File: src/hw/rtl/pts_pkg.sv
package pts_pkg;

  localparam int MAX_THREADS    = 8;
  localparam int NUM_SEMAPHORES = 4;
  localparam int THREAD_W       = $clog2(MAX_THREADS);
  localparam int COUNT_W        = $clog2(MAX_THREADS + 1);
  localparam int SEM_W          = (NUM_SEMAPHORES > 1) ? $clog2(NUM_SEMAPHORES) : 1;
  localparam int PRIO_W         = 8;
  localparam int TICK_W         = 32;

  typedef enum logic [2:0] {
    KIND_CREATE  = 3'd0,
    KIND_TICK    = 3'd1,
    KIND_DELAY   = 3'd2,
    KIND_WAIT    = 3'd3,
    KIND_RELEASE = 3'd4
  } kind_e;

  typedef enum logic [1:0] {
    ERR_NONE  = 2'd0,
    ERR_FULL  = 2'd1,
    ERR_DELAY = 2'd2
  } err_e;

  typedef enum logic [1:0] {
    ST_IDLE,
    ST_TICK,
    ST_SCAN,
    ST_DONE
  } state_e;

  typedef struct packed {
    logic       scheduled;
    logic       next_valid;
    logic [2:0] next_thread;
    logic       switch_request;
    err_e       error;
  } result_t;

  typedef struct packed {
    logic              used;
    logic              ready;
    logic [PRIO_W-1:0] prio;
    logic [TICK_W-1:0] timer;
    logic              best_found;
    logic [PRIO_W-1:0] best_prio;
    logic              idle_found;
  } slot_in_t;

  typedef struct packed {
    logic              timer_we;
    logic [TICK_W-1:0] timer_dec;
    logic              ready_set;
    logic              take_best;
    logic              take_idle;
  } slot_out_t;

endpackage

File: src/hw/rtl/pts_evt_if.sv
interface pts_evt_if;
  logic        valid;
  logic        ready;
  logic [2:0]  kind;
  logic [7:0]  priority_req;
  logic [31:0] delay_ticks;
  logic [1:0]  semaphore_index;

  modport source (
    output valid, kind, priority_req, delay_ticks, semaphore_index,
    input  ready
  );

  modport sink (
    input  valid, kind, priority_req, delay_ticks, semaphore_index,
    output ready
  );
endinterface

File: src/hw/rtl/pts_res_if.sv
interface pts_res_if;
  logic       valid;
  logic       ready;
  logic       scheduled;
  logic       next_valid;
  logic [2:0] next_thread;
  logic       switch_request;
  logic [1:0] error;

  modport source (
    output valid, scheduled, next_valid, next_thread, switch_request, error,
    input  ready
  );

  modport sink (
    input  valid, scheduled, next_valid, next_thread, switch_request, error,
    output ready
  );
endinterface

File: src/hw/rtl/priority_thread_scheduler.sv
// tick, delay, wait and release visit one slot per cycle through a single slot unit:
// the result register is loaded from ST_DONE once the last slot has been visited
// create, unknown and rejected events go straight to ST_DONE and then to the result register
// a new event is taken only in ST_IDLE, so not before the last one has finished
// a previous result beat still waiting holds the finished event until it leaves
// rst_ni clears the thread table, running thread and semaphore waiters asynchronously
module priority_thread_scheduler (
  input logic      clk_i,
  input logic      rst_ni,
  pts_evt_if.sink  evt_i,
  pts_res_if.source res_o
);
  import pts_pkg::*;

  state_e state_q, state_d;
  logic [THREAD_W-1:0] cnt_q, cnt_d;
  logic last;

  logic [MAX_THREADS-1:0] used_q, used_d;
  logic [MAX_THREADS-1:0] idle_q, idle_d;
  logic [MAX_THREADS-1:0] ready_q, ready_d;
  logic [PRIO_W-1:0] prio_q [MAX_THREADS];
  logic [TICK_W-1:0] timer_q [MAX_THREADS];
  logic [THREAD_W-1:0] waiter_q [NUM_SEMAPHORES];
  logic [NUM_SEMAPHORES-1:0] waiter_valid_q, waiter_valid_d;

  logic [COUNT_W-1:0] created_q, created_d;
  logic [THREAD_W-1:0] run_q, run_d;
  logic run_valid_q, run_valid_d;

  logic best_found_q, best_found_d;
  logic [PRIO_W-1:0] best_prio_q, best_prio_d;
  logic [THREAD_W-1:0] best_q, best_d;
  logic idle_found_q, idle_found_d;
  logic [THREAD_W-1:0] idle_pick_q, idle_pick_d;

  result_t pend_q, pend_d;
  result_t res_q, res_d;
  logic res_valid_q, res_valid_d;

  logic timer_we;
  logic [THREAD_W-1:0] timer_wa;
  logic [TICK_W-1:0] timer_wd;
  logic prio_we;
  logic waiter_we;

  kind_e kind;
  logic accept, out_free, full, delay_bad, sem_ok;
  logic [SEM_W-1:0] sem;
  logic [THREAD_W-1:0] slot_new;
  logic fin_best_found, fin_idle_found, found;
  logic [THREAD_W-1:0] fin_best, fin_idle, pick;

  slot_in_t  slot_in;
  slot_out_t slot_out;

  pts_slot_unit u_slot (
    .slot_i (slot_in),
    .slot_o (slot_out)
  );

  always_comb begin
    kind      = kind_e'(evt_i.kind);
    accept    = evt_i.valid && evt_i.ready;
    out_free  = !res_valid_q || res_o.ready;
    last      = (cnt_q == THREAD_W'(MAX_THREADS - 1));
    full      = (created_q >= COUNT_W'(MAX_THREADS));
    delay_bad = !run_valid_q || idle_q[run_q];
    sem_ok    = (int'(evt_i.semaphore_index) < NUM_SEMAPHORES);
    sem       = SEM_W'(evt_i.semaphore_index);
    slot_new  = THREAD_W'(created_q);

    slot_in.used       = used_q[cnt_q];
    slot_in.ready      = ready_q[cnt_q];
    slot_in.prio       = prio_q[cnt_q];
    slot_in.timer      = timer_q[cnt_q];
    slot_in.best_found = best_found_q;
    slot_in.best_prio  = best_prio_q;
    slot_in.idle_found = idle_found_q;

    fin_best_found = best_found_q || slot_out.take_best;
    fin_best       = slot_out.take_best ? cnt_q : best_q;
    fin_idle_found = idle_found_q || slot_out.take_idle;
    fin_idle       = slot_out.take_idle ? cnt_q : idle_pick_q;
    found          = fin_best_found || fin_idle_found;
    pick           = fin_best_found ? fin_best : fin_idle;
  end

  // next state
  always_comb begin
    state_d = state_q;
    case (state_q)
      ST_IDLE: begin
        if (accept) begin
          case (kind)
            KIND_TICK:    state_d = ST_TICK;
            KIND_DELAY:   state_d = delay_bad ? ST_DONE : ST_SCAN;
            KIND_WAIT,
            KIND_RELEASE: state_d = sem_ok ? ST_SCAN : ST_DONE;
            default:      state_d = ST_DONE;
          endcase
        end
      end
      ST_TICK: if (last) state_d = ST_DONE;
      ST_SCAN: if (last) state_d = ST_DONE;
      ST_DONE: if (out_free) state_d = ST_IDLE;
      default: state_d = ST_IDLE;
    endcase
  end

  // datapath and outputs
  always_comb begin
    evt_i.ready = (state_q == ST_IDLE);

    cnt_d          = cnt_q;
    used_d         = used_q;
    idle_d         = idle_q;
    ready_d        = ready_q;
    waiter_valid_d = waiter_valid_q;
    created_d      = created_q;
    run_d          = run_q;
    run_valid_d    = run_valid_q;
    best_found_d   = best_found_q;
    best_prio_d    = best_prio_q;
    best_d         = best_q;
    idle_found_d   = idle_found_q;
    idle_pick_d    = idle_pick_q;
    pend_d         = pend_q;
    res_d          = res_q;
    res_valid_d    = res_valid_q;
    timer_we       = 1'b0;
    timer_wa       = cnt_q;
    timer_wd       = slot_out.timer_dec;
    prio_we        = 1'b0;
    waiter_we      = 1'b0;

    if (res_valid_q && res_o.ready) res_valid_d = 1'b0;

    case (state_q)
      ST_IDLE: begin
        if (accept) begin
          cnt_d        = '0;
          best_found_d = 1'b0;
          idle_found_d = 1'b0;
          pend_d       = '0;
          case (kind)
            KIND_CREATE: begin
              if (full) begin
                pend_d.error = ERR_FULL;
              end else begin
                used_d[slot_new]  = 1'b1;
                idle_d[slot_new]  = (evt_i.priority_req == '0);
                ready_d[slot_new] = (evt_i.priority_req != '0);
                prio_we           = 1'b1;
                timer_we          = 1'b1;
                timer_wa          = slot_new;
                timer_wd          = '0;
                created_d         = created_q + COUNT_W'(1);
              end
            end
            KIND_DELAY: begin
              if (delay_bad) begin
                pend_d.error = ERR_DELAY;
              end else begin
                timer_we        = 1'b1;
                timer_wa        = run_q;
                timer_wd        = evt_i.delay_ticks;
                ready_d[run_q]  = 1'b0;
              end
            end
            KIND_WAIT: begin
              if (sem_ok && run_valid_q) begin
                ready_d[run_q]      = 1'b0;
                waiter_we           = 1'b1;
                waiter_valid_d[sem] = 1'b1;
              end
            end
            KIND_RELEASE: begin
              if (sem_ok && waiter_valid_q[sem]) begin
                ready_d[waiter_q[sem]] = 1'b1;
                waiter_valid_d[sem]    = 1'b0;
              end
            end
            default: ;
          endcase
        end
      end
      ST_TICK: begin
        cnt_d    = cnt_q + THREAD_W'(1);
        timer_we = slot_out.timer_we;
        if (slot_out.ready_set) ready_d[cnt_q] = 1'b1;
      end
      ST_SCAN: begin
        cnt_d = cnt_q + THREAD_W'(1);
        if (slot_out.take_best) begin
          best_found_d = 1'b1;
          best_prio_d  = slot_in.prio;
          best_d       = cnt_q;
        end
        if (slot_out.take_idle) begin
          idle_found_d = 1'b1;
          idle_pick_d  = cnt_q;
        end
        if (last) begin
          pend_d.scheduled      = 1'b1;
          pend_d.next_valid     = found;
          pend_d.next_thread    = found ? 3'(pick) : 3'd0;
          pend_d.switch_request = found && (!run_valid_q || (run_q != pick));
          pend_d.error          = ERR_NONE;
          if (found) begin
            run_d       = pick;
            run_valid_d = 1'b1;
          end
        end
      end
      ST_DONE: begin
        if (out_free) begin
          res_d       = pend_q;
          res_valid_d = 1'b1;
        end
      end
      default: ;
    endcase

    res_o.valid          = res_valid_q;
    res_o.scheduled      = res_q.scheduled;
    res_o.next_valid     = res_q.next_valid;
    res_o.next_thread    = res_q.next_thread;
    res_o.switch_request = res_q.switch_request;
    res_o.error          = 2'(res_q.error);
  end

  always_ff @(posedge clk_i or negedge rst_ni) begin
    if (!rst_ni) begin
      state_q        <= ST_IDLE;
      cnt_q          <= '0;
      used_q         <= '0;
      idle_q         <= '0;
      ready_q        <= '0;
      waiter_valid_q <= '0;
      created_q      <= '0;
      run_q          <= '0;
      run_valid_q    <= 1'b0;
      best_found_q   <= 1'b0;
      idle_found_q   <= 1'b0;
      res_valid_q    <= 1'b0;
    end else begin
      state_q        <= state_d;
      cnt_q          <= cnt_d;
      used_q         <= used_d;
      idle_q         <= idle_d;
      ready_q        <= ready_d;
      waiter_valid_q <= waiter_valid_d;
      created_q      <= created_d;
      run_q          <= run_d;
      run_valid_q    <= run_valid_d;
      best_found_q   <= best_found_d;
      idle_found_q   <= idle_found_d;
      res_valid_q    <= res_valid_d;
    end
  end

  always_ff @(posedge clk_i) begin
    best_prio_q <= best_prio_d;
    best_q      <= best_d;
    idle_pick_q <= idle_pick_d;
    pend_q      <= pend_d;
    res_q       <= res_d;
    if (timer_we) timer_q[timer_wa] <= timer_wd;
    if (prio_we) prio_q[slot_new] <= evt_i.priority_req;
    if (waiter_we) waiter_q[sem] <= run_q;
  end

endmodule

File: src/hw/rtl/pts_slot_unit.sv
module pts_slot_unit (
  input  pts_pkg::slot_in_t  slot_i,
  output pts_pkg::slot_out_t slot_o
);
  import pts_pkg::*;

  logic blocked;

  always_comb begin
    blocked          = slot_i.used && (slot_i.prio != '0) && !slot_i.ready;
    slot_o.timer_we  = blocked;
    slot_o.timer_dec = slot_i.timer - TICK_W'(1);
    slot_o.ready_set = blocked && (slot_o.timer_dec == '0);
    slot_o.take_best = slot_i.used && slot_i.ready &&
                       (!slot_i.best_found || (slot_i.prio > slot_i.best_prio));
    slot_o.take_idle = slot_i.used && (slot_i.prio == '0) && !slot_i.idle_found;
  end

endmodule
File: src/flat_wrapper.sv
// flat-port wrapper written by rule: the top's interface ports become plain ports
module priority_thread_scheduler_flat import pts_pkg::*;
  (clk_i, rst_ni, evt_i_valid, evt_i_kind, evt_i_priority_req, evt_i_delay_ticks, evt_i_semaphore_index, evt_i_ready, res_o_valid, res_o_scheduled, res_o_next_valid, res_o_next_thread, res_o_switch_request, res_o_error, res_o_ready);
  pts_evt_if evt_i_i ();
  pts_res_if res_o_i ();
  input logic clk_i;
  input logic rst_ni;
  input wire logic [$bits(evt_i_i.valid)-1:0] evt_i_valid;
  input wire logic [$bits(evt_i_i.kind)-1:0] evt_i_kind;
  input wire logic [$bits(evt_i_i.priority_req)-1:0] evt_i_priority_req;
  input wire logic [$bits(evt_i_i.delay_ticks)-1:0] evt_i_delay_ticks;
  input wire logic [$bits(evt_i_i.semaphore_index)-1:0] evt_i_semaphore_index;
  output wire logic [$bits(evt_i_i.ready)-1:0] evt_i_ready;
  output wire logic [$bits(res_o_i.valid)-1:0] res_o_valid;
  output wire logic [$bits(res_o_i.scheduled)-1:0] res_o_scheduled;
  output wire logic [$bits(res_o_i.next_valid)-1:0] res_o_next_valid;
  output wire logic [$bits(res_o_i.next_thread)-1:0] res_o_next_thread;
  output wire logic [$bits(res_o_i.switch_request)-1:0] res_o_switch_request;
  output wire logic [$bits(res_o_i.error)-1:0] res_o_error;
  input wire logic [$bits(res_o_i.ready)-1:0] res_o_ready;
  assign evt_i_i.valid = evt_i_valid;
  assign evt_i_i.kind = evt_i_kind;
  assign evt_i_i.priority_req = evt_i_priority_req;
  assign evt_i_i.delay_ticks = evt_i_delay_ticks;
  assign evt_i_i.semaphore_index = evt_i_semaphore_index;
  assign evt_i_ready = evt_i_i.ready;
  assign res_o_valid = res_o_i.valid;
  assign res_o_scheduled = res_o_i.scheduled;
  assign res_o_next_valid = res_o_i.next_valid;
  assign res_o_next_thread = res_o_i.next_thread;
  assign res_o_switch_request = res_o_i.switch_request;
  assign res_o_error = res_o_i.error;
  assign res_o_i.ready = res_o_ready;
  priority_thread_scheduler u_core (.clk_i(clk_i), .rst_ni(rst_ni), .evt_i(evt_i_i), .res_o(res_o_i));
endmodule
File: config.mk
export PLATFORM = sky130hd
export DESIGN_NAME = priority_thread_scheduler_flat
export DESIGN_NICKNAME = d
export VERILOG_FILES = /design/src/hw/rtl/pts_pkg.sv /design/src/hw/rtl/pts_evt_if.sv /design/src/hw/rtl/pts_res_if.sv /design/src/hw/rtl/priority_thread_scheduler.sv /design/src/hw/rtl/pts_slot_unit.sv /design/src/flat_wrapper.sv
export SDC_FILE = /design/constraint.sdc
export NUM_CORES = 1
export LEC_CHECK = 0
export ABC_CLOCK_PERIOD_IN_PS = 4400
export BUFFER_PORTS_ARGS = -buffer_cell sky130_fd_sc_hd__clkbuf_2
export CORE_MARGIN = 10
export CORE_UTILIZATION = 30
export DETAILED_ROUTE_END_ITERATION = 10
export PLACE_DENSITY_LB_ADDON = 0.25
export RECOVER_POWER = 25
export SETUP_SLACK_MARGIN = 0.5
export SLEW_MARGIN = 20
export SYNTH_ARGS = -nofsm -noshare
export SYNTH_HDL_FRONTEND = slang
export SYNTH_SLANG_ARGS = --single-unit
File: constraint.sdc
create_clock -name clk_i -period 4.4 [get_ports clk_i]
set_input_delay 0.88 -clock clk_i [delete_from_list [all_inputs] [get_ports clk_i]]
set_output_delay 0.88 -clock clk_i [all_outputs]
set_load 0.005 [all_outputs]
==> results.ini <==
[sta]
rsz0062_at_grt=true
hold_viol=0
max_freq_mhz=251.8
setup_violations=0
fin_crit_sh=0.9027
final_max_slew_viol_count=0
finalCriticalPeriod_ns=3.972
setup_tns_ns=0
finClkSkew_ns=0.01632
worst_pin_slew_ns=1.355
relSlewSlack=0.09672

[routing]
first_pass_iters=6
antenna_left=0
viasPerCell=5.110
drt_wl_total_um=48900
num_vias=11257
drc=0
drt-initial-drc-count=829
wl_per_cell_um=22.20

[setup_path]
arrival_ns=4.43
crit_path_max_fanout=7
crit_path_end_kind=flip-flop
crit_slowest_cell=dfrtp_1
slowest_delay_ns=0.56
crit_chain=buf_8 > clkbuf_16 > buf_6 > mux4_2 > mux2i_2 > nand4_2 > nor4_4 > buf_4 > nand4_1 > xnor2_2 > and4b_1 > and4b_2 > or2_4 > o221a_4
cp-start-kind=flip-flop
cp.required_ns=4.86
worst-setup-path-type=flip-flop to flip-flop

[pwr]
leakage_nw=7.709
total_power_mw=14.51
p_switching_mw=5.007
power_density_nw_per_um2=653.3
comb_power_share=0.396
sw_frac_of_total=0.3450
peakVddDrop_v=0.0003245
intPower_mw=9.505
p_clk_frac=0.239
pwr-share-seq=0.365

[min_path]
worst_hold_path_type=flip-flop to flip-flop

[global_routing]
grt_pass1_vias=11522
grt-ovfl-total=0
track_usage=0.1348
grt_pass1_wl_um=72750
antenna_found_initial=0
grt_max_degree=33

[synth]
yosysSeqAreaShare=0.6548
yosys-top-cells-area=edfxtp_1 (59%), mux4_2 (8.0%), dfrtp_1 (6.0%)
synth_common_cells=edfxtp_1 (362), nand2_1 (108), o21ai_0 (67)
yosys.cell_count.top_type=edfxtp_1
synth_edf_count=362
syn-num-nets=1270
syn_area_per_cell_um2=15.19
synth_top_area_frac=0.5945
synth-async-reset-ratio=0.1084
synth_ff_type=edfxtp_1
ys_seq_elements=406
yosysUniqueCellTypes=85
netlist.top_cell.by_area=edfxtp_1
syn_area_um2=18280
synth_cells=1204
synth_warnings=0

[clock_tree]
clock_tree.root_cell=clkbuf_16
cts_hold_buffers=0
clock-sinks=406
cts_tree=done
clk_latency_ns=0.57
cts_buffers=43
clockBufferDepth=3
clkTransAtPathRegs_ns=0.06
htree_levels=2

[floorplanning]
die_width_um=266.9
row_count=90
die_area_um2=71220
num_io_pins=59
initial_core_util=0.3029
die_height_um=266.9
core_area_um2=60360

[final_layout]
drive_gt1_frac=0.2808
antenna_cells=0
layout.cells.non_filler=2203
syn2layout_area_growth_pct=21.49
nets=1452

[placed_design]
portBuffers=58
placed_cells=2070
hpwl_um=31180
gp_congestion=0.8467

[run_status]
status=completed

[flow_run]
drv_cap=0

[layout by cell type (no fill, tap or decap), types with 9 or more instances in the layout]
master,instances
nor2_4,9
mux2i_4,13
buf_6,13
and2_1,11
clkbuf_16,47
mux2_2,11
clkinv_1,12
mux4_2,65
a22oi_1,12
inv_1,36
nand3_1,14
nand2b_1,25
nand4_1,14
edfxtp_1,362
buf_12,14
o21ai_1,9
mux2i_1,33
nor3_1,16
a21oi_1,31
nor2b_1,11
nand2_1,107
dfrtp_1,42
ha_1,16
nor2_1,32
xnor2_1,18
clkbuf_2,40
o21ai_0,57
clkbuf_1,31
buf_4,101
[routing by layer]
layer  global-route usage  wire (um)  part of all wire  vias to the layer above
li1                     -          -                 -                     5083
met1               0.1735      21150              0.43                     5797
met2               0.2239      23810              0.49                      314
met3              0.03028       3016             0.062                       63
met4              0.03838        928             0.019                        0
met5                    0          0                 0                        -
[stage by stage]
step | setup WS (ns) | hold slack (ns) | cell area [um^2] | utilization
after floorplan | 0.1067 | 0.4003 | 18290 | -
after global placement | 0.2038 | 0.4008 | 20110 | 0.3332
after detailed placement | 0.1323 | 0.4057 | 20110 | 0.3332
after CTS | 0.4999 | 0.3220 | 21570 | 0.3573
after global routing | 0.2654 | 0.4328 | 22210 | 0.3680
final | 0.4280 | 0.4185 | 22210 | 0.3680
[critical path, delay by kind of cell (launching register included)]
| kind | cells | cell delay, ns |
|---|---|---|
| compound gates | 1 | 0.26 |
| buf+inv | 4 | 0.66 |
| xor+xnor | 1 | 0.20 |
| simple gates | 6 | 1.38 |
| mux | 2 | 0.78 |
| flops | 1 | 0.56 |
[logic make-up after synthesis]
| kind of cell | count (synthesis) | share of synthesized area |
|---|---|---|
| XOR/XNOR | 29 | 0.01389 |
| flip-flops | 406 | 0.6548 |
| AO/OA/AOI/OAI | 206 | 0.07596 |
| adder cells (fa/ha/maj) | 17 | 0.01163 |
| AND/OR/NAND/NOR | 308 | 0.08958 |
| buffers and inverters | 99 | 0.02621 |
| multiplexers | 139 | 0.1280 |
[sequential cells by signal (all words and copies together), names as in the netlist, 2 cells and up, named ones only]
| name | flops |
|---|---|
| u_core.best_prio_q | 8 |
| u_core.state_q | 2 |
| u_core.waiter_q | 12 |
| u_core.res_o.next_thread | 3 |
| u_core.created_q | 4 |
| u_core.prio_q | 64 |
| u_core.res_o.error | 2 |
| u_core.best_q | 3 |
| u_core.idle_pick_q | 3 |
| u_core.timer_q | 256 |
| u_core.pend_q | 8 |
| u_core.cnt_q | 3 |
| u_core.run_q | 3 |
| u_core.ready_q | 8 |
| u_core.used_q | 8 |
| u_core.idle_q | 8 |
[power groups by stage]
stage	clock network (mW)	registers, mW	logic (mW)
4_1_cts	3.56	5.31	5.17
6_report	3.47	5.30	5.75
5_1_grt	3.72	5.33	6.22
3_3_place_gp	0	5.43	4.94
3_5_place_dp	0	5.44	4.99
2_1_floorplan	0	5.28	3.36
[final timing paths]
| kind | endpoint | depth (start not counted) | start | slack [ns] |
|---|---|---|---|---|
| max | u_core.ready_q[1]$_DFFE_PN0P_ | 14 | u_core.cnt_q[0]$_DFFE_PN0P_ | 0.43 |
| min | u_core.res_o.next_thread[1]$_DFFE_PP_ | 0 | u_core.pend_q[4]$_SDFFCE_PN0P_ | 0.42 |
| max reg2reg | u_core.ready_q[1]$_DFFE_PN0P_ | 14 | u_core.cnt_q[0]$_DFFE_PN0P_ | 0.43 |
| min reg2reg | u_core.res_o.next_thread[1]$_DFFE_PP_ | 0 | u_core.pend_q[4]$_SDFFCE_PN0P_ | 0.42 |
| max in group asynchronous | u_core.cnt_q[1]$_DFFE_PN0P_ | 2 | rst_ni | 1.85 |
| min in group asynchronous | u_core.run_q[1]$_DFFE_PN0P_ | 1 | rst_ni | 0.60 |
[cell type report]
cell class | instances | area [um^2]
Clock buffer | 51 | 1149
Clock inverter | 29 | 186.4
Multi-Input combinational cell | 699 | 6197
Tap cell | 782 | 978.4
Fill cell | 5678 | 38140
Inverter | 38 | 145.1
Timing Repair Buffer | 198 | 1579
Sequential cell | 406 | 11980
[repair_timing]
item | 4_1_cts | 5_1_grt
endpoints found under the hold margin | 0 | 0
pin swaps | 2 | 15
gates cloned | 0 | 2
buffers inserted | 11 | 40
setup endpoints to repair | 85 | 197
resized for setup | 12 | 76
(Power assumes the default switching activity.)
